==> config.mk <==
export PLATFORM = sky130hd
export DESIGN_NAME = key_sequence_trigger_detector_unit_flat
export DESIGN_NICKNAME = d
export VERILOG_FILES = /design/src/hw/rtl/ksd_pkg.sv /design/src/hw/rtl/ksd_if.sv /design/src/hw/rtl/key_sequence_trigger_detector_unit.sv /design/src/hw/rtl/ksd_step.sv /design/src/flat_wrapper.sv
export SDC_FILE = /design/constraint.sdc
export NUM_CORES = 1
export LEC_CHECK = 0
export ABC_AREA = 1
export BUFFER_PORTS_ARGS = -buffer_cell sky130_fd_sc_hd__buf_2
export CORE_ASPECT_RATIO = 1.25
export CORE_UTILIZATION = 40
export CTS_CLUSTER_DIAMETER = 50
export DETAILED_ROUTE_END_ITERATION = 10
export GPL_TIMING_DRIVEN = 0
export PLACE_DENSITY_LB_ADDON = 0.3
export SLEW_MARGIN = 20
export SYNTH_ARGS = -nofsm -noshare
export SYNTH_HDL_FRONTEND = slang
export SYNTH_SLANG_ARGS = --single-unit
==> constraint.sdc <==
create_clock -name clock -period 4.9 [get_ports clock]
set_clock_uncertainty 0.1 [all_clocks]
set_input_delay 0.98 -clock clock [delete_from_list [all_inputs] [get_ports clock]]
set_output_delay 0.98 -clock clock [all_outputs]
set_load 0.01 [all_outputs]
==> src/hw/rtl/ksd_pkg.sv <==
// ksd_pkg: shared types and codes of the key sequence trigger detector
// no dependencies; compiled first

package ksd_pkg;

   typedef enum logic {
      CMD_KEY  = 1'b0,
      CMD_TICK = 1'b1
   } cmd_type;

   typedef enum logic [1:0] {
      KEY_PRIMARY   = 2'd0,
      KEY_SECONDARY = 2'd1,
      KEY_HOLD      = 2'd2,
      KEY_OTHER     = 2'd3
   } key_type;

   // sequence phases, reported as is on the result channel
   localparam logic [1:0] PHASE_FIRST  = 2'd0;
   localparam logic [1:0] PHASE_SECOND = 2'd1;
   localparam logic [1:0] PHASE_THIRD  = 2'd2;
   localparam logic [1:0] PHASE_DONE   = 2'd3;

   // control register indexes
   localparam int unsigned CSR_INDEX_W = 3;
   localparam int unsigned CSR_DATA_W  = 20;
   localparam logic [CSR_INDEX_W-1:0] CSR_FIRST_COUNT   = 3'd0;
   localparam logic [CSR_INDEX_W-1:0] CSR_SECOND_COUNT  = 3'd1;
   localparam logic [CSR_INDEX_W-1:0] CSR_THIRD_COUNT   = 3'd2;
   localparam logic [CSR_INDEX_W-1:0] CSR_TIMEOUT_TICKS = 3'd3;
   localparam logic [CSR_INDEX_W-1:0] CSR_HOLD_ALWAYS   = 3'd4;

   localparam logic [3:0]  FIRST_COUNT_RST   = 4'd9;
   localparam logic [3:0]  SECOND_COUNT_RST  = 4'd5;
   localparam logic [3:0]  THIRD_COUNT_RST   = 4'd3;
   localparam logic [19:0] TIMEOUT_TICKS_RST = 20'd5000;

   typedef struct packed {
      logic [3:0]  first_count;
      logic [3:0]  second_count;
      logic [3:0]  third_count;
      logic [19:0] timeout_ticks;
      logic        hold_always;
   } cfg_type;

   typedef struct packed {
      logic [1:0]  phase;
      logic [3:0]  presses;
      logic        hold_down;
      logic [19:0] time_left;
      logic        timer_on;
      logic        fired;
   } state_type;

   typedef struct packed {
      cmd_type cmd;
      key_type key;
      logic    down;
   } req_type;

   typedef struct packed {
      logic       fired;
      logic       handled;
      logic [1:0] phase;
      logic [3:0] presses;
      logic       timer_active;
   } rsp_type;

endpackage

==> src/hw/rtl/ksd_if.sv <==
// ksd_req_if / ksd_rsp_if: valid/ready channels of the detector
// depends on ksd_pkg

interface ksd_req_if;
   import ksd_pkg::*;

   logic    valid;
   logic    ready;
   cmd_type cmd;
   key_type key;
   logic    down;

   modport source (output valid, output cmd, output key, output down, input ready);
   modport sink   (input valid, input cmd, input key, input down, output ready);
endinterface

interface ksd_rsp_if;
   logic       valid;
   logic       ready;
   logic       fired;
   logic       handled;
   logic [1:0] phase;
   logic [3:0] presses;
   logic       timer_active;

   modport source (output valid, output fired, output handled, output phase,
                   output presses, output timer_active, input ready);
   modport sink   (input valid, input fired, input handled, input phase,
                   input presses, input timer_active, output ready);
endinterface

==> src/hw/rtl/key_sequence_trigger_detector_unit.sv <==
// key_sequence_trigger_detector_unit: top level of the key sequence trigger detector
// depends on ksd_pkg, ksd_if (ksd_req_if, ksd_rsp_if) and ksd_step
//
//   channel   | dir | handshake    | payload
//   ----------+-----+--------------+------------------------------------------
//   req_chan  | in  | valid/ready  | cmd, key, down
//   rsp_chan  | out | valid/ready  | fired, handled, phase, presses, timer_active
//   csr_*     | in  | write enable | csr_index selects register, csr_wdata value
//
// one transaction per cycle while rsp_chan does not stall: the step logic runs in the
// cycle a request is accepted and its response lands in the output register at that same edge
// req_chan.ready is high while the output register is empty or being drained,
// so a stalled rsp_chan holds exactly one response and then back-pressures
// reset (synchronous, active high) clears progress, timer and fired flag and
// loads the default counts 9/5/3, timeout 5000 ticks, hold key honored

module key_sequence_trigger_detector_unit (
   input  logic                                 clock,
   input  logic                                 reset,
   ksd_req_if.sink                              req_chan,
   ksd_rsp_if.source                            rsp_chan,
   input  logic                                 csr_we,
   input  logic [ksd_pkg::CSR_INDEX_W-1:0]      csr_index,
   input  logic [ksd_pkg::CSR_DATA_W-1:0]       csr_wdata
);
   import ksd_pkg::*;

   cfg_type   cfg_ff,   cfg_in;
   state_type state_ff, state_in;
   rsp_type   rsp_ff;
   logic      rsp_valid_ff, rsp_valid_in;

   req_type   item;
   state_type step_state;
   rsp_type   step_rsp;
   logic      accept;

   // request side: free when the output register is empty or emptying
   assign req_chan.ready = !rsp_valid_ff || rsp_chan.ready;
   assign accept         = req_chan.valid && req_chan.ready;

   assign item.cmd  = req_chan.cmd;
   assign item.key  = req_chan.key;
   assign item.down = req_chan.down;

   ksd_step u_step (
      .cfg    (cfg_ff),
      .cur    (state_ff),
      .item   (item),
      .nxt    (step_state),
      .result (step_rsp)
   );

   // control register writes, out of range indexes ignored
   always_comb begin
      cfg_in = cfg_ff;
      if (csr_we) begin
         unique case (csr_index)
            CSR_FIRST_COUNT:   cfg_in.first_count   = csr_wdata[3:0];
            CSR_SECOND_COUNT:  cfg_in.second_count  = csr_wdata[3:0];
            CSR_THIRD_COUNT:   cfg_in.third_count   = csr_wdata[3:0];
            CSR_TIMEOUT_TICKS: cfg_in.timeout_ticks = csr_wdata[19:0];
            CSR_HOLD_ALWAYS:   cfg_in.hold_always   = csr_wdata[0];
            default: begin
            end
         endcase
      end
   end

   // sequence state advances only on an accepted transaction
   assign state_in = accept ? step_state : state_ff;

   // output register valid: loads on accept, drains on rsp handshake
   assign rsp_valid_in = accept || (rsp_valid_ff && !rsp_chan.ready);

   always_ff @(posedge clock) begin
      if (reset) begin
         cfg_ff.first_count   <= FIRST_COUNT_RST;
         cfg_ff.second_count  <= SECOND_COUNT_RST;
         cfg_ff.third_count   <= THIRD_COUNT_RST;
         cfg_ff.timeout_ticks <= TIMEOUT_TICKS_RST;
         cfg_ff.hold_always   <= 1'b0;
         state_ff             <= '0;
         rsp_valid_ff         <= 1'b0;
      end else begin
         cfg_ff       <= cfg_in;
         state_ff     <= state_in;
         rsp_valid_ff <= rsp_valid_in;
      end
   end

   // response payload, no reset needed
   always_ff @(posedge clock) begin
      if (accept) begin
         rsp_ff <= step_rsp;
      end
   end

   assign rsp_chan.valid        = rsp_valid_ff;
   assign rsp_chan.fired        = rsp_ff.fired;
   assign rsp_chan.handled      = rsp_ff.handled;
   assign rsp_chan.phase        = rsp_ff.phase;
   assign rsp_chan.presses      = rsp_ff.presses;
   assign rsp_chan.timer_active = rsp_ff.timer_active;

endmodule

==> src/hw/rtl/ksd_step.sv <==
// ksd_step: next state and result for one transaction of the detector
// depends on ksd_pkg; purely combinational

module ksd_step (
   input  ksd_pkg::cfg_type   cfg,
   input  ksd_pkg::state_type cur,
   input  ksd_pkg::req_type   item,
   output ksd_pkg::state_type nxt,
   output ksd_pkg::rsp_type   result
);
   import ksd_pkg::*;

   function automatic logic [3:0] phase_need(input cfg_type c, input logic [1:0] ph);
      logic [3:0] n;
      begin
         if (ph == PHASE_FIRST) begin
            n = c.first_count;
         end else if (ph == PHASE_SECOND) begin
            n = c.second_count;
         end else begin
            n = c.third_count;
         end
         phase_need = (n == 4'd0) ? 4'd1 : n;
      end
   endfunction

   key_type    want_key;
   logic       match;
   logic       counts;
   logic [1:0] base_phase;
   logic [3:0] base_presses;
   logic [3:0] bumped;
   logic [3:0] need;
   logic       handled;

   // a press of the wrong key restarts from scratch; a primary press then counts
   assign want_key     = (cur.phase == PHASE_SECOND) ? KEY_SECONDARY : KEY_PRIMARY;
   assign match        = (item.key == want_key);
   assign counts       = match || (item.key == KEY_PRIMARY);
   assign base_phase   = match ? cur.phase : PHASE_FIRST;
   assign base_presses = match ? cur.presses : 4'd0;
   assign bumped       = base_presses + 4'd1;
   assign need         = phase_need(cfg, base_phase);

   always_comb begin
      nxt     = cur;
      handled = 1'b0;
      if (!cur.fired) begin
         if (item.cmd == CMD_TICK) begin
            if (cur.timer_on) begin
               if (cur.time_left <= 20'd1) begin
                  nxt.time_left = '0;
                  nxt.timer_on  = 1'b0;
                  nxt.phase     = PHASE_FIRST;
                  nxt.presses   = '0;
               end else begin
                  nxt.time_left = cur.time_left - 20'd1;
               end
            end
         end else begin
            unique case (item.key) inside
               KEY_HOLD: begin
                  if (!cfg.hold_always) begin
                     nxt.hold_down = item.down;
                     if (!item.down) begin
                        nxt.phase   = PHASE_FIRST;
                        nxt.presses = '0;
                     end
                  end
               end
               KEY_PRIMARY, KEY_SECONDARY: begin
                  handled = 1'b1;
                  if (item.down && (cfg.hold_always || cur.hold_down)) begin
                     if (!match) begin
                        nxt.timer_on = 1'b0;
                        nxt.phase    = PHASE_FIRST;
                        nxt.presses  = '0;
                     end
                     if (counts) begin
                        // the first counted press arms the timeout
                        if (base_phase == PHASE_FIRST && base_presses == 4'd0) begin
                           nxt.time_left = cfg.timeout_ticks;
                           nxt.timer_on  = 1'b1;
                        end
                        if (bumped >= need) begin
                           nxt.presses = '0;
                           if (base_phase >= PHASE_THIRD) begin
                              nxt.phase     = PHASE_DONE;
                              nxt.fired     = 1'b1;
                              nxt.timer_on  = 1'b0;
                              nxt.time_left = '0;
                           end else begin
                              nxt.phase = base_phase + 2'd1;
                           end
                        end else begin
                           nxt.presses = bumped;
                           nxt.phase   = base_phase;
                        end
                     end
                  end
               end
               default: begin
               end
            endcase
         end
      end
   end

   assign result.fired        = nxt.fired;
   assign result.handled      = handled;
   assign result.phase        = nxt.phase;
   assign result.presses      = nxt.presses;
   assign result.timer_active = nxt.timer_on;

endmodule

==> src/flat_wrapper.sv <==
// flat-port wrapper written by rule: the top's interface ports become plain ports
module key_sequence_trigger_detector_unit_flat import ksd_pkg::*;
  (clock, reset, csr_we, csr_index, csr_wdata, req_chan_valid, req_chan_cmd, req_chan_key, req_chan_down, req_chan_ready, rsp_chan_valid, rsp_chan_fired, rsp_chan_handled, rsp_chan_phase, rsp_chan_presses, rsp_chan_timer_active, rsp_chan_ready);
  ksd_req_if req_chan_i ();
  ksd_rsp_if rsp_chan_i ();
  input  logic clock;
  input  logic reset;
  input  logic csr_we;
  input  logic [ksd_pkg::CSR_INDEX_W-1:0] csr_index;
  input  logic [ksd_pkg::CSR_DATA_W-1:0] csr_wdata;
  input wire logic [$bits(req_chan_i.valid)-1:0] req_chan_valid;
  input wire logic [$bits(req_chan_i.cmd)-1:0] req_chan_cmd;
  input wire logic [$bits(req_chan_i.key)-1:0] req_chan_key;
  input wire logic [$bits(req_chan_i.down)-1:0] req_chan_down;
  output wire logic [$bits(req_chan_i.ready)-1:0] req_chan_ready;
  output wire logic [$bits(rsp_chan_i.valid)-1:0] rsp_chan_valid;
  output wire logic [$bits(rsp_chan_i.fired)-1:0] rsp_chan_fired;
  output wire logic [$bits(rsp_chan_i.handled)-1:0] rsp_chan_handled;
  output wire logic [$bits(rsp_chan_i.phase)-1:0] rsp_chan_phase;
  output wire logic [$bits(rsp_chan_i.presses)-1:0] rsp_chan_presses;
  output wire logic [$bits(rsp_chan_i.timer_active)-1:0] rsp_chan_timer_active;
  input wire logic [$bits(rsp_chan_i.ready)-1:0] rsp_chan_ready;
  assign req_chan_i.valid = req_chan_valid;
  assign req_chan_i.cmd = req_chan_cmd;
  assign req_chan_i.key = req_chan_key;
  assign req_chan_i.down = req_chan_down;
  assign req_chan_ready = req_chan_i.ready;
  assign rsp_chan_valid = rsp_chan_i.valid;
  assign rsp_chan_fired = rsp_chan_i.fired;
  assign rsp_chan_handled = rsp_chan_i.handled;
  assign rsp_chan_phase = rsp_chan_i.phase;
  assign rsp_chan_presses = rsp_chan_i.presses;
  assign rsp_chan_timer_active = rsp_chan_i.timer_active;
  assign rsp_chan_i.ready = rsp_chan_ready;
  key_sequence_trigger_detector_unit u_core (.clock(clock), .reset(reset), .req_chan(req_chan_i), .rsp_chan(rsp_chan_i), .csr_we(csr_we), .csr_index(csr_index), .csr_wdata(csr_wdata));
endmodule
# Word level (Yosys, flattened, before mapping)
# Index checks and enable logic that the tools add are counted.
# word_totals
regBits	72
elab_cells	97
# op_classes
n_addsub	3
magnitude_cmp	3
eq_ne	10
mux	34
n_bitwise	3
n_reduce_logical	27
# op_table
op	n
$mux 22	5
$mux 21	3
$mux 6	8
$mux 29	1
$le 20x1->1 const B	1
$mux 20	1
$sub 20x1->20 const B	1
$mux 4	4
$pmux 6 s2	1
$reduce_and 2->1	5
$logic_not 4->1	2
$mux 1	8
$mux 7	1
$eq 2x1->1 const B	3
$eq 3x2->1 const B	2
$reduce_and 6->1	1
$reduce_bool 2->1	3
$reduce_and 5->1	1
$add 4x1->4 const B	1
$ge 4x4->1	1
$logic_and 1x1->1	4
$logic_not 2->1	2
$logic_or 1x1->1	4
$mux 2	2
11 further kinds	15

# Logic depth before layout (Yosys ltp)
# Gate-level depths: netlist of the first run.
# logic_depth
ltp_word	16
ltp_mapped	24

# Hierarchy
# A second synthesis of the first run with hierarchy kept.
# hier_totals
hier_cells	843
area_unflattened_um2	5196.2
# by_module_without_submodules
module	instances	cells_per_inst	area_each_um2	seq_area_each_um2
key_sequence_trigger_detector_unit	1	375	2891.5	1531.5
ksd_step	1	468	2304.7	0.0

# Least setup slack after synthesis of the first run
# No wires, ideal clock.
# synth_path
path_kind	input-to-reg
from	in req_chan_key[1]
to	reg u_core.state_ff[12] (netlist name)
arrival_ns	3.184
required_time_ns	4.691
setup_slack_ns	1.507
path_stages	22
n_path_buf	2
cell_sequence	buf_2 inv_2 nand3_1 nand2_2 nand2_1 nor2_1 ha_1 nand3b_1 nand2_1 ha_1 nand2_1 inv_1 nand3_1 nand3_1 nand2_1 nand3_1 inv_2 buf_4 o211ai_1 nand3_1 nand2_1 inv_1
# synth_between
elab_chain_len	13
elab_cells_between_ends	28
cone_classes	1 x add/sub; 2 x order compare; 3 x eq/ne; 12 x mux; 10 x reduce/logical
# synth_lines
element	line	text
from (decl)	flat_wrapper.sv:13	input wire logic [$bits(req_chan_i.key)-1:0] req_chan_key;
$eq 2x1->1	ksd_step.sv:38	assign match = (item.key == want_key);
$mux 2	ksd_step.sv:40	assign base_phase = match ? cur.phase : PHASE_FIRST;
$eq 2x1->1	ksd_step.sv:18	end else if (ph == PHASE_SECOND) begin
$mux 4	ksd_step.sv:18	
$mux 4	ksd_step.sv:16	if (ph == PHASE_FIRST) begin
$logic_not 4->1	ksd_step.sv:23	phase_need = (n == 4'd0) ? 4'd1 : n;
$mux 4	ksd_step.sv:23	
$ge 4x4->1	ksd_step.sv:85	if (bumped >= need) begin
$mux 22	ksd_step.sv:85	
$mux 22	ksd_step.sv:79	if (counts) begin
$mux 22	ksd_step.sv:73	if (item.down && (cfg.hold_always || cur.hold_down)) begin
$mux 22	ksd_step.sv:61	unique case (item.key) inside
$mux 21	ksd_step.sv:49	if (item.cmd == CMD_TICK) begin
to (signal assigned)	key_sequence_trigger_detector_unit.sv:87	state_ff <= state_in;
to (decl)	key_sequence_trigger_detector_unit.sv:29	state_type state_ff, state_in;
# Several ways; a longest one is shown, not always the timed one. The select of a mux whose other input is x is not followed.
# A chain may end at the register's enable or synchronous reset.

# Worst setup path after layout of the first run
# layout_path
from	in req_chan_key[1]
to	reg u_core.state_ff[15] (netlist name)
# Same word-level chain as after synthesis.

==> results of run 1 <==
[layer usage]
layer  GRT usage  up-vias  part of all wire
met5           0        -                 0
li1            -     2220                 -
met1       0.275     2059              0.43
met4       0.126        0             0.040
met3      0.0336       36             0.044
met2       0.381      125              0.49
[power by group]
group	internal [W]	switching, W
Clock	0.000374	0.000258
Sequential	0.000630	0.0000243
Combinational	0.000107	0.000212
[flip-flops by register name, summed over array words and instances, names as in the netlist]
name / flops
u_core.cfg_ff: 33
u_core.state_ff: 29
u_core.rsp_chan.presses: 4
u_core.rsp_chan.phase: 2
u_core.rsp_chan.fired: 1
u_core.rsp_chan.handled: 1
u_core.rsp_chan.timer_active: 1
u_core.rsp_chan.valid: 1
[Yosys cell counts, types with 3 or more instances]
master,number,area [µm²]
sky130_fd_sc_hd__nand2_1,157,589
sky130_fd_sc_hd__nor2_1,84,315
sky130_fd_sc_hd__inv_1,81,304
sky130_fd_sc_hd__dfxtp_1,63,1260
sky130_fd_sc_hd__nand3_1,53,265
sky130_fd_sc_hd__o21ai_0,52,260
sky130_fd_sc_hd__a21oi_1,40,200
sky130_fd_sc_hd__o211ai_1,18,135
sky130_fd_sc_hd__clkbuf_1,14,52.6
sky130_fd_sc_hd__xor2_1,13,114
sky130_fd_sc_hd__buf_2,9,45.0
sky130_fd_sc_hd__edfxtp_1,9,270
sky130_fd_sc_hd__inv_2,9,33.8
sky130_fd_sc_hd__ha_1,8,100
sky130_fd_sc_hd__nand4_1,7,43.8
sky130_fd_sc_hd__nor3_1,5,25.0
sky130_fd_sc_hd__nor2_2,4,25.0
sky130_fd_sc_hd__o21ai_1,3,15.0
[per-stage QoR]
stage	area [µm²]	cells	hold slack (ns)
floorplan	4290	659	0.329
detailed placement	4650	827	0.349
global placement	4650	827	0.342
finish	4940	842	0.360
CTS	4940	842	0.364
global route	4940	842	0.389
[critical path: cells and delay by family]
kind                       cells  cell delay [ns]
buffers and inverters          5             0.73
AOI/OAI and AO/OA              2             0.28
and+or+nand+nor               11             1.30
adders and majority gates      2             0.48
[layout by cell type (no fill, tap or decap), types with 2 or more instances in the layout]
master,n
sky130_fd_sc_hd__or2_2,2
sky130_fd_sc_hd__o21ai_1,3
sky130_fd_sc_hd__buf_2,48
sky130_fd_sc_hd__o21ai_0,52
sky130_fd_sc_hd__clkinv_4,3
sky130_fd_sc_hd__nand3_2,2
sky130_fd_sc_hd__clkinv_1,2
sky130_fd_sc_hd__ha_1,8
sky130_fd_sc_hd__buf_4,2
sky130_fd_sc_hd__nor2_2,4
sky130_fd_sc_hd__clkbuf_1,14
sky130_fd_sc_hd__inv_1,81
sky130_fd_sc_hd__nor2_1,84
sky130_fd_sc_hd__inv_2,9
sky130_fd_sc_hd__xor2_1,13
sky130_fd_sc_hd__o21bai_1,2
sky130_fd_sc_hd__dfxtp_1,63
sky130_fd_sc_hd__nor3_1,5
sky130_fd_sc_hd__a21oi_1,40
sky130_fd_sc_hd__clkbuf_16,10
sky130_fd_sc_hd__nand3b_1,2
sky130_fd_sc_hd__nand3_1,53
sky130_fd_sc_hd__nand4_1,7
sky130_fd_sc_hd__nand2_2,2
sky130_fd_sc_hd__o21ai_2,2
sky130_fd_sc_hd__o211ai_1,18
sky130_fd_sc_hd__a22o_1,2
sky130_fd_sc_hd__edfxtp_1,9
sky130_fd_sc_hd__nand2_1,157
[final cells by class]
cell class / count / area, µm² / area share
tap: 129 / 161 / 0.0327
multi-input combinational: 468 / 2290 / 0.463
buffer: 27 / 128 / 0.0258
clock inverter: 5 / 40.0 / 0.00810
timing repair buffer: 39 / 195 / 0.0395
clock buffer: 10 / 250 / 0.0506
inverter: 92 / 345 / 0.0699
sequential: 72 / 1530 / 0.310
[path summary, 6_finish.rpt]
check                           cells after the start                 from  slack (ns)             endpoint
worst max-delay path                               20      req_chan_key[1]        1.30  u_core.state_ff[15]
worst min register to register                      2  u_core.state_ff[22]        0.36  u_core.state_ff[22]
worst min-delay path                                2  u_core.state_ff[22]        0.36  u_core.state_ff[22]
worst max register to register                     20  u_core.state_ff[27]        1.61  u_core.state_ff[15]
[cell families after synthesis]
family / Yosys count / share of synthesized area
AND/OR/NAND/NOR: 321 / 0.314
XOR/XNOR: 13 / 0.0265
flip-flops: 72 / 0.357
AO/OA/AOI/OAI: 126 / 0.170
adder cells (fa/ha/maj): 8 / 0.0233
buffers and inverters: 119 / 0.110
==> metrics.cfg, run 1 <==
[outcome]
outcome=complete, no violations

[logic_synthesis]
instance_count_of_the_mapped_netlist=659
syn_nets=699
ys_seq_elements=72
synth_enable_flop_cells=9
netlist-cell-type-count=39
synth_ff_type=sky130_fd_sc_hd__dfxtp_1
yosysWarnings=0
synth.yosys.seq_area_share=0.357
synth.cell_area_um2=4290
syn_area_per_cell_um2=6.52
postSynth.asyncResetShare=0

[cts]
cts.clk_slew.worst_paths_ns=0.06
clockBufferDepth=2
cts_setup_buffers=0
cts_made_buffers=9
insertion_delay_ns=0.34
clock-sinks=72
cts_htree_levels=3
cts_tree=done
cts_resized=0
holdBufCountCts=0
ctsRootBufferMaster=sky130_fd_sc_hd__clkbuf_16

[pwr]
static-leakage-power_nw=2.37
power_per_cell_area_nw_per_um2=325
peak_supply_drop_v=0.000184
totalPowerFinal_w=0.00160

[timing]
timing.final.ws_setup_ns=1.30
rsz0062_at_grt=no
fmax_mhz=278
final.min_clock_period_ns=3.60
fin_tns_setup_ns=0
final_min_period_over_clock_period=0.734
tightestPinTransition_ns=0.600
finalHoldViolCount=0
report.final.setup_viol=0
maxSlewHeadroom=0.597
report.final.slew_viol_count=0

[cells_and_area]
insertedDiodeCount=0
fill_cells=1096
post-route-util=0.482
final_net_count=749
layout-drive-gt1-share=0.128
area.growth.synth_to_final_pct=15.1

[grt]
grt_antenna_before_repair=0
wire_length_of_the_first_global_routing_pass_um=20000
grt_start_max_net_pins=14
globalRouteOverflowTotal=0
grt_pass1_vias=4244
globalRouteTotalUtil=0.228

[placed_design]
buffers_on_ports=39
preCtsSetupSlack_ns=0.988
placed_wire_length_estimate_after_detailed_placement_um=8900
routabilityCongestion=0.909

[setup_path]
crit_path_top_delay_cell=sky130_fd_sc_hd__ha_1
slowest_delay_ns=0.30
worstPathArrival_ns=3.76
critical_path_end_type=flip-flop
worst_setup_path_start_kind=input pin
max_fo_critical_path=10
critical_path_class=input pin to flip-flop
cp_data_required_time_ns=5.07
timing.critical_path.cells=buf_2 -> inv_2 -> nand3_1 -> nand2_2 -> nand2_1 -> nor2_1 -> ha_1 -> nand3b_1 -> nand2_1 -> ha_1 -> nand2_1 -> inv_1 -> nand3_1 -> nand3_1 -> nand2_1 -> nand3_1 -> inv_2 -> buf_4 -> o211ai_1 -> a21oi_1

[routing]
viasPerCell=5.27
wl_per_cell_um=14.1
vias_after_detailed_routing=4440
remaining_drc_errors=0
drtPass1Iterations=5
totalWireLength_um=11900
antenna_violating_nets_post_route=0
detailed_route_iter0_violations=255

[hold_path]
timing.hold.worst.class=flip-flop to flip-flop

[floorplan]
design.die.area_um2=11200
pin_count=43
floorplan.die.width_um=94.7
floorplan.rows=41
core_area_um2=10300
die_height_um=118
floorplan.initialDensity=0.419

[flow_run]
maxCapViolations=0

Power figures use the tool's default switching activity.
==> run 2: changes to the inputs <==
==> constraint.sdc (replaced) <==
create_clock -name clock -period 3.5 [get_ports clock]
set_clock_uncertainty 0.1 [all_clocks]
set_input_delay 0.7 -clock clock [delete_from_list [all_inputs] [get_ports clock]]
set_output_delay 0.7 -clock clock [all_outputs]
set_load 0.01 [all_outputs]
==> run 2 against run 1 <==
- clock-buffer cell count is the same
- critical endpoint unchanged
- final cell count grew 0.24%
- core utilization grew 0.22 points
- worst setup slack lost 1.0 ns
- critical path type unchanged
==> metrics.cfg, run 2 (same netlist as run 1, synthesis figures left out) <==
[setup_path]
cp_data_required_time_ns=3.67  ; was 5.07 ns
worst_setup_path_start_kind=input pin  ; unchanged
cp-startpoint=req_chan_key[1]  ; unchanged
worstPathArrival_ns=3.39  ; was 3.76 ns
worst-r2r-cell-count=21  ; was 20
critical_path_end_type=flip-flop  ; unchanged
setup.reg_to_reg.worst_slack_ns=0.41  ; was 1.61 ns
critical_path_class=input pin to flip-flop  ; unchanged
r2r-end=u_core.state_ff[15]  ; unchanged
worstReg2RegStart=u_core.state_ff[28]  ; was u_core.state_ff[27]
max_fo_critical_path=10  ; unchanged

[hold_path]
hold_path_depth=2  ; unchanged
hold-path-endpoint=u_core.state_ff[22]  ; unchanged
min_from=u_core.state_ff[22]  ; unchanged
timing.hold.worst.class=flip-flop to flip-flop  ; unchanged

[floorplan]
floorplan.die.width_um=94.7  ; unchanged
floorplan.rows=41  ; unchanged
floorplan.initialDensity=0.419  ; unchanged
die_height_um=118  ; unchanged
core_area_um2=10300  ; unchanged
pin_count=43  ; unchanged
design.die.area_um2=11200  ; unchanged

[outcome]
outcome=complete, no violations  ; unchanged

[cells_and_area]
final_net_count=751  ; was 749
layout-drive-gt1-share=0.134  ; was 0.128
largest_register=u_core.cfg_ff  ; unchanged
final_common_cell=sky130_fd_sc_hd__nand2_1  ; unchanged
fin_cells=844  ; was 842
fill_cells=1092  ; was 1096
area.growth.synth_to_final_pct=15.6  ; was 15.1%
insertedDiodeCount=0  ; unchanged
largest_register_ffs=33  ; unchanged
post-route-util=0.484  ; was 0.482
final_cell_mix=sky130_fd_sc_hd__nand2_1 (157), sky130_fd_sc_hd__nor2_1 (84), sky130_fd_sc_hd__inv_1 (81), sky130_fd_sc_hd__dfxtp_1 (61)  ; was sky130_fd_sc_hd__nand2_1 (157), sky130_fd_sc_hd__nor2_1 (84), sky130_fd_sc_hd__inv_1 (81), sky130_fd_sc_hd__dfxtp_1 (63), sky130_fd_sc_hd__nand3_1 (53)

[grt]
globalRouteTotalUtil=0.228  ; unchanged
grt_pass1_vias=4244  ; unchanged
global_route.usage.met3=0.0336  ; unchanged
grt_start_max_net_pins=14  ; unchanged
grt_antenna_before_repair=0  ; unchanged
globalRouteOverflowTotal=0  ; unchanged
wire_length_of_the_first_global_routing_pass_um=20000  ; unchanged
grtUsageMet1=0.275  ; unchanged
grt.busiest_layer=met2  ; unchanged
global_route.usage.met2=0.381  ; unchanged

[cts]
cts_tree=done  ; unchanged
clock-sinks=72  ; unchanged
holdBufCountCts=0  ; unchanged
cts.clk_slew.worst_paths_ns=0.06  ; about the same
ctsRootBufferMaster=sky130_fd_sc_hd__clkbuf_16  ; unchanged
cts_htree_levels=3  ; unchanged
clockBufferDepth=2  ; unchanged
cts_made_buffers=9  ; unchanged
insertion_delay_ns=0.34  ; about the same

[routing]
detailed_route_iter0_violations=265  ; was 255
remaining_drc_errors=0  ; unchanged
drtPass1Iterations=5  ; unchanged
vias_after_detailed_routing=4476  ; was 4440
totalWireLength_um=11900  ; about the same
wl_per_cell_um=14.1  ; about the same
viasPerCell=5.30  ; was 5.27
antenna_violating_nets_post_route=0  ; unchanged

[placed_design]
buffers_on_ports=39  ; unchanged
placed_wire_length_estimate_after_detailed_placement_um=8900  ; unchanged
preCtsSetupSlack_ns=-0.132  ; was 0.988 ns
dp.cells=827  ; unchanged
routabilityCongestion=0.909  ; unchanged

[timing]
tightestPinTransition_ns=0.599  ; was 0.600 ns
report.final.setup_viol=0  ; unchanged
report.final.slew_viol_count=0  ; unchanged
maxSlewHeadroom=0.597  ; about the same
timing.final.ws_setup_ns=0.280  ; was 1.30 ns
final_min_period_over_clock_period=0.920
finalHoldViolCount=0  ; unchanged
fmax_mhz=311
rsz0062_at_grt=no  ; unchanged
final.min_clock_period_ns=3.22

[flow_run]
maxCapViolations=0  ; unchanged

[pwr]
peak_supply_drop_v=0.000258  ; was 0.000184 V
static-leakage-power_nw=2.38  ; was 2.37 nW
power_per_cell_area_nw_per_um2=453  ; was 325 nW/µm²

==> run 2: changes by cell type in the layout (fill, tap and decap cells not counted), sizes merged <==
cell and delta:
buf +2
==> run 2: worst max-delay path, cell delays in order <==
cell and delay, ns:
sky130_fd_sc_hd__buf_2 0.16, sky130_fd_sc_hd__inv_2 0.12, sky130_fd_sc_hd__nand3_1 0.12, sky130_fd_sc_hd__nand2_2 0.15
sky130_fd_sc_hd__nand2_1 0.11, sky130_fd_sc_hd__nor2_1 0.14, sky130_fd_sc_hd__ha_1 0.18, sky130_fd_sc_hd__nand3b_1 0.11
sky130_fd_sc_hd__nand2_1 0.09, sky130_fd_sc_hd__ha_1 0.30, sky130_fd_sc_hd__nand2_1 0.06, sky130_fd_sc_hd__inv_1 0.05
sky130_fd_sc_hd__nand3_1 0.09, sky130_fd_sc_hd__nand3_1 0.12, sky130_fd_sc_hd__nand2_1 0.16, sky130_fd_sc_hd__nand3_2 0.14
sky130_fd_sc_hd__inv_2 0.13, sky130_fd_sc_hd__buf_4 0.19, sky130_fd_sc_hd__o211ai_1 0.13, sky130_fd_sc_hd__a21oi_1 0.15
==> run 2: per-stage QoR <==
stage	setup TNS, ns	cell area, µm²	power, W	hold WS [ns]
finish	0	4960	0.00225	0.360
detailed placement	-1.09	4650	0.00137	0.349
global placement	-0.535	4650	0.00136	0.342
global route	0	4960	0.00237	0.389
floorplan	0	4290	0.00124	0.329
CTS	0	4940	0.00227	0.364
==> run 2: cell type report <==
type / instances / area [µm²] / share of cell area
clock inverter: 5 / 40.0 / 0.00807
multi-input combinational: 468 / 2290 / 0.462
clock buffer: 10 / 250 / 0.0504
inverter: 92 / 345 / 0.0696
tap: 129 / 161 / 0.0325
timing repair buffer: 41 / 210 / 0.0423
buffer: 27 / 128 / 0.0257
sequential: 72 / 1530 / 0.309
==> run 2: report_power, final <==
group	internal (W)	total [W]	leakage (nW)	switching, W
Sequential	0.000882	0.000916	0.605	0.0000340
Combinational	0.000150	0.000447	1.63	0.000297
Clock	0.000523	0.000885	0.144	0.000362
==> run 2: how the worst max path moves through the flow <==
stage                     slack [ns]                   to  cells after the start
after floorplan                 0.39  u_core.state_ff[12]                     22
after global placement         -0.07  u_core.state_ff[15]                     20
after detailed placement       -0.13  u_core.state_ff[15]                     20
after CTS                       0.22  u_core.state_ff[15]                     20
after global routing            0.04  u_core.state_ff[15]                     20
final                           0.28  u_core.state_ff[15]                     20
==> run 2: what timing repair did <==
action | 4_1_cts | 5_1_grt
setup endpoints to repair | 0 | 10
resized for setup | 0 | 3
hold endpoints to repair | 0 | 0
setup buffers | 0 | 2
==> run 2: layer usage <==
metal / wire (µm) / share of wire
met1: 5030 / 0.42
met2: 5900 / 0.49
met3: 601 / 0.050
met5: 0 / 0
met4: 401 / 0.034
==> run 3: changes to the inputs <==
==> constraint.sdc (replaced) <==
create_clock -name clock -period 3.1 [get_ports clock]
set_clock_uncertainty 0.1 [all_clocks]
set_input_delay 0.62 -clock clock [delete_from_list [all_inputs] [get_ports clock]]
set_output_delay 0.62 -clock clock [all_outputs]
set_load 0.01 [all_outputs]
==> run 3 against run 2 <==
- final area grew 2.5%
- worst setup slack worse by 0.083 ns
- non-clock buffer count up 4
- first-iteration DRC count fell by 1.9%
- sequential share of layout area down 0.65 points
- core utilization rose by 1.2 points
- hold slack worse by 0.0011 ns
- critical path type unchanged
- largest cell class unchanged
==> metrics.cfg, run 3 (same netlist as run 1, synthesis figures left out) <==
[outcome]
outcome=complete, no violations  ; unchanged

[setup_path]
worstReg2RegStart=u_core.state_ff[28]  ; unchanged
max_fo_critical_path=9  ; was 10
r2r-end=u_core.rsp_chan.presses[1]  ; was u_core.state_ff[15]
critical_path_end_type=flip-flop  ; unchanged
worst_setup_path_start_kind=input pin  ; unchanged
critical_path_class=input pin to flip-flop  ; unchanged
setup.reg_to_reg.worst_slack_ns=0.20  ; was 0.41 ns
worst-r2r-cell-count=18  ; was 21
cp_data_required_time_ns=3.17  ; was 3.67 ns
worstPathArrival_ns=2.97  ; was 3.39 ns

[routing]
remaining_drc_errors=0  ; unchanged
vias_after_detailed_routing=4491  ; was 4476
antenna_violating_nets_post_route=0  ; unchanged
drtPass1Iterations=4  ; was 5
viasPerCell=5.30  ; about the same
wl_per_cell_um=14.2  ; was 14.1 µm
totalWireLength_um=12100  ; was 11900 µm
detailed_route_iter0_violations=260  ; was 265

[cts]
insertion_delay_ns=0.34  ; about the same
ctsRootBufferMaster=sky130_fd_sc_hd__clkbuf_16  ; unchanged
cts_tree=done  ; unchanged
clockBufferDepth=2  ; unchanged
cts_htree_levels=3  ; unchanged
clock-sinks=72  ; unchanged
cts_made_buffers=9  ; unchanged
cts.clk_slew.worst_paths_ns=0.06  ; about the same
holdBufCountCts=0  ; unchanged

[placed_design]
dp.cells=827  ; unchanged
routabilityCongestion=0.909  ; unchanged
buffers_on_ports=39  ; unchanged
placed_wire_length_estimate_after_detailed_placement_um=8900  ; unchanged

[cells_and_area]
final_cell_mix=sky130_fd_sc_hd__nand2_1 (154), sky130_fd_sc_hd__nor2_1 (82), sky130_fd_sc_hd__inv_1 (78), sky130_fd_sc_hd__dfxtp_1 (61), sky130_fd_sc_hd__o21ai_0 (51)  ; was sky130_fd_sc_hd__nand2_1 (157), sky130_fd_sc_hd__nor2_1 (84), sky130_fd_sc_hd__inv_1 (81), sky130_fd_sc_hd__dfxtp_1 (61)
area.growth.synth_to_final_pct=18.5  ; was 15.6%
area_taken_by_multi_input_logic_gates_um2=2370  ; was 2290 µm²
final_common_cell=sky130_fd_sc_hd__nand2_1  ; unchanged
largest_register_ffs=33  ; unchanged
insertedDiodeCount=0  ; unchanged
layout.area.seq_um2=1540  ; was 1530 µm²
layout-drive-gt1-share=0.159  ; was 0.134
final_net_count=755  ; was 751
post-route-util=0.496  ; was 0.484
largest_register=u_core.cfg_ff  ; unchanged
fin_cells=848  ; was 844
fill_cells=1073  ; was 1092

[floorplan]
die_height_um=118  ; unchanged
floorplan.die.width_um=94.7  ; unchanged
floorplan.initialDensity=0.419  ; unchanged
core_area_um2=10300  ; unchanged
design.die.area_um2=11200  ; unchanged
pin_count=43  ; unchanged
floorplan.rows=41  ; unchanged

[timing]
report.final.slew_viol_count=0  ; unchanged
finalHoldViolCount=0  ; unchanged
final_min_period_over_clock_period=0.937
final.min_clock_period_ns=2.90
fin_tns_setup_ns=0  ; unchanged
report.final.setup_viol=0  ; unchanged
maxSlewHeadroom=0.586  ; was 0.597
fmax_mhz=344
tightestPinTransition_ns=0.616  ; was 0.599 ns

[pwr]
power_per_cell_area_nw_per_um2=505  ; was 453 nW/µm²
totalPowerFinal_w=0.00257  ; was 0.00225 W
static-leakage-power_nw=2.41  ; was 2.38 nW
peak_supply_drop_v=0.000296  ; was 0.000258 V

[grt]
grt_pass1_vias=4266  ; was 4244
grt_antenna_before_repair=0  ; unchanged
globalRouteTotalUtil=0.229  ; was 0.228
globalRouteOverflowTotal=0  ; unchanged
wire_length_of_the_first_global_routing_pass_um=20100  ; was 20000 µm
grt_start_max_net_pins=14  ; unchanged

[hold_path]
timing.hold.worst.class=flip-flop to flip-flop  ; unchanged
hold-path-endpoint=u_core.state_ff[22]  ; unchanged
hold_path_depth=2  ; unchanged
min_from=u_core.state_ff[22]  ; unchanged

[flow_run]
maxCapViolations=0  ; unchanged

## run 3: layout make-up
class                      instances  area share
timing repair buffer              45      0.0472
multi-input combinational        468       0.466
inverter                          92      0.0694
tap                              129      0.0317
clock buffer                      10      0.0492
clock inverter                     5     0.00787
buffer                            27      0.0263
sequential                        72       0.303
## run 3: how the worst max path moves through the flow
| stage | cells past startpoint | to | slack (ns) | start |
|---|---|---|---|---|
| 5_1_grt | 23 | u_core.rsp_chan.phase[0] | -0.04 | u_core.state_ff[28] |
| 3_5_place_dp | 20 | u_core.state_ff[15] | -0.45 | req_chan_key[1] |
| 6_report | 19 | u_core.rsp_chan.presses[1] | 0.20 | req_chan_key[1] |
| 2_1_floorplan | 22 | u_core.state_ff[12] | 0.07 | req_chan_key[1] |
| 4_1_cts | 22 | u_core.state_ff[14] | 0.04 | req_chan_key[1] |
| 3_3_place_gp | 20 | u_core.state_ff[15] | -0.39 | req_chan_key[1] |
## run 3: timing repair
item / CTS / global route
pin swaps: 0 / 5
resized for setup: 3 / 26
buffers inserted: 1 / 5
setup endpoints to repair: 10 / 29
## run 3: worst max-delay path: stages
cell and delay [ns]:
sky130_fd_sc_hd__clkbuf_4 0.17, sky130_fd_sc_hd__inv_4 0.11, sky130_fd_sc_hd__nand3_2 0.10, sky130_fd_sc_hd__nand2_2 0.10, sky130_fd_sc_hd__nand2_1 0.10, sky130_fd_sc_hd__nor2_2 0.12, sky130_fd_sc_hd__ha_1 0.17, sky130_fd_sc_hd__nand3b_1 0.11
sky130_fd_sc_hd__nand2_1 0.09, sky130_fd_sc_hd__ha_1 0.30, sky130_fd_sc_hd__nand2_1 0.05, sky130_fd_sc_hd__inv_1 0.05, sky130_fd_sc_hd__nand2_1 0.09, sky130_fd_sc_hd__nand4_1 0.13, sky130_fd_sc_hd__inv_1 0.11, sky130_fd_sc_hd__a21oi_1 0.09
sky130_fd_sc_hd__o21bai_1 0.20, sky130_fd_sc_hd__nand2_1 0.09, sky130_fd_sc_hd__o21ai_0 0.19
## run 3: through the flow
stage	hold slack (ns)	cell area, µm²	setup slack (ns)
final	0.359	5090	0.197
after global routing	0.389	5090	-0.0387
after CTS	0.364	4960	0.0438
after detailed placement	0.349	4650	-0.452
after global placement	0.342	4650	-0.386
after floorplan	0.329	4290	0.0667
## run 3: report_power, final
| group | switching, W | total (W) | internal [W] |
|---|---|---|---|
| combinational | 0.000345 | 0.000527 | 0.000182 |
| sequential | 0.0000404 | 0.00104 | 0.000995 |
| clock | 0.000416 | 0.00101 | 0.000591 |
| total | 0.000802 | 0.00257 | 0.00177 |
## run 3: layer usage
layer  part of all wire  global-route usage  up-vias
li1                   -                   -     2234
met1               0.42               0.273     2076
met2               0.49               0.384      145
met3              0.050              0.0336       36
met4              0.042               0.128        0
met5                  0                   0        -
